==> config.mk <==
export PLATFORM = sky130hd
export DESIGN_NAME = tfpi_cell
export DESIGN_NICKNAME = d
export VERILOG_FILES = /design/src/rtl/assert_macros.svh /design/src/rtl/tfpi_pkg.sv /design/src/rtl/tfpi_cell.sv
export SDC_FILE = /design/constraint.sdc
export NUM_CORES = 1
export LEC_CHECK = 0
export ABC_AREA = 1
export BUFFER_PORTS_ARGS = -buffer_cell sky130_fd_sc_hd__clkbuf_2
export CAP_MARGIN = 10
export CORE_ASPECT_RATIO = 0.9
export CORE_UTILIZATION = 44
export CTS_CLUSTER_SIZE = 16
export DETAILED_ROUTE_END_ITERATION = 8
export PLACE_DENSITY = 0.84
export RECOVER_POWER = 100
export SETUP_SLACK_MARGIN = 0.3
export SYNTH_ARGS = -nofsm -noshare
export SYNTH_HDL_FRONTEND = slang
export SYNTH_SLANG_ARGS = --single-unit
==> constraint.sdc <==
create_clock -name clk_i -period 1 [get_ports clk_i]
set_clock_uncertainty 0.2 [all_clocks]
set_input_delay 0.1 -clock clk_i [delete_from_list [all_inputs] [get_ports clk_i]]
set_output_delay 0.1 -clock clk_i [all_outputs]
set_load 0.005 [all_outputs]
==> src/rtl/assert_macros.svh <==
// Assertion macros used by the RTL top module
`ifndef ASSERT_MACROS_SVH
`define ASSERT_MACROS_SVH

// check that cons holds in the cycle after ante
`define ASSERT_NEXT(label, ante, cons) \
  label: assert property (@(posedge clk_i) disable iff (!rst_ni) (ante) |=> (cons)) \
    else $error("assertion failed");

// check that expr never holds
`define ASSERT_NEVER(label, expr) \
  label: assert property (@(posedge clk_i) disable iff (!rst_ni) !(expr)) \
    else $error("assertion failed");

// check that cons holds in the same cycle as ante
`define ASSERT_SAME(label, ante, cons) \
  label: assert property (@(posedge clk_i) disable iff (!rst_ni) (ante) |-> (cons)) \
    else $error("assertion failed");

`endif

==> src/rtl/tfpi_pkg.sv <==
// Types and constants of the triangle fan point insert block
`timescale 1ns / 1ps
package tfpi_pkg;
  localparam int MAX_TRI    = 256;
  localparam int COORD_BITS = 16;
  localparam int IDX_W      = $clog2(MAX_TRI);
  localparam int CNT_W      = $clog2(MAX_TRI + 1);
  localparam int STEP_W     = $clog2(MAX_TRI + 3);
  localparam int DIFF_W     = COORD_BITS + 1;
  localparam int PROD_W     = 2 * DIFF_W;
  localparam int FIELD_W    = 16;
  localparam int HIT_W      = 8;
  localparam int COUNT_W    = 9;
  localparam int RIDX_W     = 8;

  localparam logic [1:0] FN_RESTART = 2'd0;
  localparam logic [1:0] FN_INSERT  = 2'd1;
  localparam logic [1:0] FN_READ    = 2'd2;
  localparam logic [1:0] FN_NONE    = 2'd3;

  localparam logic [2:0] REG_SEED_AX = 3'd0;
  localparam logic [2:0] REG_SEED_AY = 3'd1;
  localparam logic [2:0] REG_SEED_BX = 3'd2;
  localparam logic [2:0] REG_SEED_BY = 3'd3;
  localparam logic [2:0] REG_SEED_CX = 3'd4;
  localparam logic [2:0] REG_SEED_CY = 3'd5;

  typedef enum logic [2:0] {
    ST_IDLE, ST_SCAN, ST_WRITE, ST_READ, ST_DONE
  } state_e;

  typedef struct packed {
    logic [COORD_BITS-1:0] y;
    logic [COORD_BITS-1:0] x;
  } point_t;

  typedef struct packed {
    point_t c;
    point_t b;
    point_t a;
  } tri_t;

  // one triangle moving through the containment test
  typedef struct packed {
    logic             valid;
    logic [IDX_W-1:0] idx;
    tri_t             ent;
  } probe_t;
endpackage

==> src/rtl/tfpi_cell.sv <==
// One cell of the triangle ring: holds one entry, takes its neighbor's on shift
`timescale 1ns / 1ps
module tfpi_cell import tfpi_pkg::*; (
  input  logic clk_i,
  input  logic en_i,
  input  tri_t d_i,
  output tri_t q_o
);
  tri_t tri_q;

  always_ff @(posedge clk_i) begin
    if (en_i) begin
      tri_q <= d_i;
    end
  end

  assign q_o = tri_q;
endmodule

==> impl_metrics.ini <==
[run_status]
status = finished with violations
violations = negative hold slack, negative setup slack

[timing]
worst_slew_pin_slew_ns = 0.6091
setup_slack_ns = -0.2007
fin_crit_sh = 1.201
fin_setup_tns_ns = -13.62
relSlewSlack = 0.5939
period_minus_slack_ns = 1.201
setup_viol = 96
grt_setup_unrepaired = yes
drv_slew = 0
hold_slack_ns = -0.2823
hold_violations = 96
max_freq_ghz = 0.8329

[setup_path]
slowest_stage = edfxtp_1
crit_path_start_kind = flop
critPathMaxFanout = 1
critPathBufInv = 1
endpoint_kind = primary output
max_stage_delay_ns = 0.41
path_cells = clkbuf_2
cp_top_family = flip-flops
crit_type = flop to primary output
worstSetupStartpoint = q_o[52]$_DFFE_PP_
critPathRequiredTime_ns = 0.70
critical_path_depth = 1
worstPathArrival_ns = 0.90

[synth]
syn_avg_cell_area_um2 = 30.03
yosysWarnings = 0
yosys_register_bits = 96
synth_nets = 194
synth_cell_types = 1
mappedNetlistArea_mm2 = 0.002883
synth-seq-area-share = 1.000
postSynthCellCount = 96

[min_path]
whs_endpoint = q_o[53]$_DFFE_PP_
hold_path.class = input port to flop
holdCritStartpoint = d_i[53]
holdPathStages = 1

[finish]
num_antenna_cells = 0
finalInstanceArea_mm2 = 0.004172
area_delta_synth_final_pct = 44.70
fillers = 458
largest_register_ffs = 96
multiInputCombCellCount = 0
nets = 400
multiInputGateArea_um2 = 0
drive_above_1_share = 0.6775

[clock_tree]
numCtsBuffers = 9
clkSlewWorstSetupHoldPaths_ns = 0.09
cts_tree = yes
htree_levels = 3
max-clock-path-buffers = 2
clock_sinks = 96
cts-root-buf = clkbuf_8

[placed_design]
place_congestion = 0.7057
place_area_mm2 = 0.004000
pre_cts_slack_ns = -0.01477
port_buffers = 193

[drt]
vias_per_cell = 4.371
vias = 1722
drt_iter0_markers = 54
drt-wirelength-per-cell_um = 15.05
drcViolationCount = 0
finalWirelength_um = 5931
dr.pass1.iters = 4
final_antenna_net_count = 0

[grt]
grt_pass1_vias = 1796
grt_start_max_net_pins = 51
grt_pass1_wl_um = 8466
grt_usage = 0.1768
antenna_found_initial = 0
overflow = 0

[floorplan]
initial_core_util = 0.4638
core_mm2 = 0.006216
dieArea_mm2 = 0.006880
core.rowCount = 27
boundaryPins = 194
die_y_um = 78.79
die-width_um = 87.32

[run]
drv_cap = 0

[power_and_ir_drop]
power_density_mw_per_mm2 = 1905
peakVddDrop_v = 0.001157
p_leak_nw = 1.833
[worst max-delay path by stage]
stage                       end
6_report                q_o[52]
5_1_grt                 q_o[52]
4_1_cts                 q_o[52]
3_5_place_dp   q_o[0]$_DFFE_PP_
3_3_place_gp   q_o[0]$_DFFE_PP_
2_1_floorplan            q_o[0]
[power by group]
group	leakage [nW]	switching, mW	internal, mW
clock	0.0925	1.30	1.18
sequential	0.940	0.0846	4.78
combinational	0.801	0.290	0.325
[cell usage after synthesis]
cell type / count / share of area
edfxtp_1: 96 / 1.0
[timing repair]
item | CTS | global route
gates resized for setup | 0 | 4
hold endpoints to repair | 96 | 96
buffers inserted | 0 | 0
endpoints found under the setup margin | 96 | 96
[metal layers]
layer,part of all wire,track usage
met1,0.31,0.1404
met2,0.57,0.3422
met3,0.11,0.1040
met4,0.0091,0.06066
met5,0,0
[area by class of cell]
type	count	area (um2)	area share
Timing Repair Buffer	195	977.2	0.2343
Clock inverter	7	78.83	0.01890
Tap cell	87	108.9	0.02609
Clock buffer	9	123.9	0.02969
Sequential cell	96	2883	0.6911
[logic make-up (layout without fill, tap and decap cells)]
group	Yosys count	after routing	share of synthesized area
flip-flops	96	96	1.000
buffers and inverters	0	211	0
[stage by stage]
step / power (mW) / instances / hold WS, ns / utilization
2_1_floorplan: 4.996 / 96 / -0.001131 / -
3_3_place_gp: 5.551 / 378 / 0.07651 / 0.6435
3_5_place_dp: 5.595 / 378 / 0.07861 / 0.6435
4_1_cts: 8.051 / 394 / -0.3020 / 0.6761
5_1_grt: 8.243 / 394 / -0.3192 / 0.6711
6_report: 7.948 / 394 / -0.2823 / 0.6711
[cell usage in the layout, fill, tap and decap left out]
cell,count
edfxtp_1,96
buf_2,4
clkbuf_8,9
bufinv_16,1
clkbuf_1,3
clkinv_4,1
clkinvlp_4,3
inv_6,2
buf_4,1
clkbuf_4,1
clkbuf_2,186
Power figures use the tool's default switching activity.
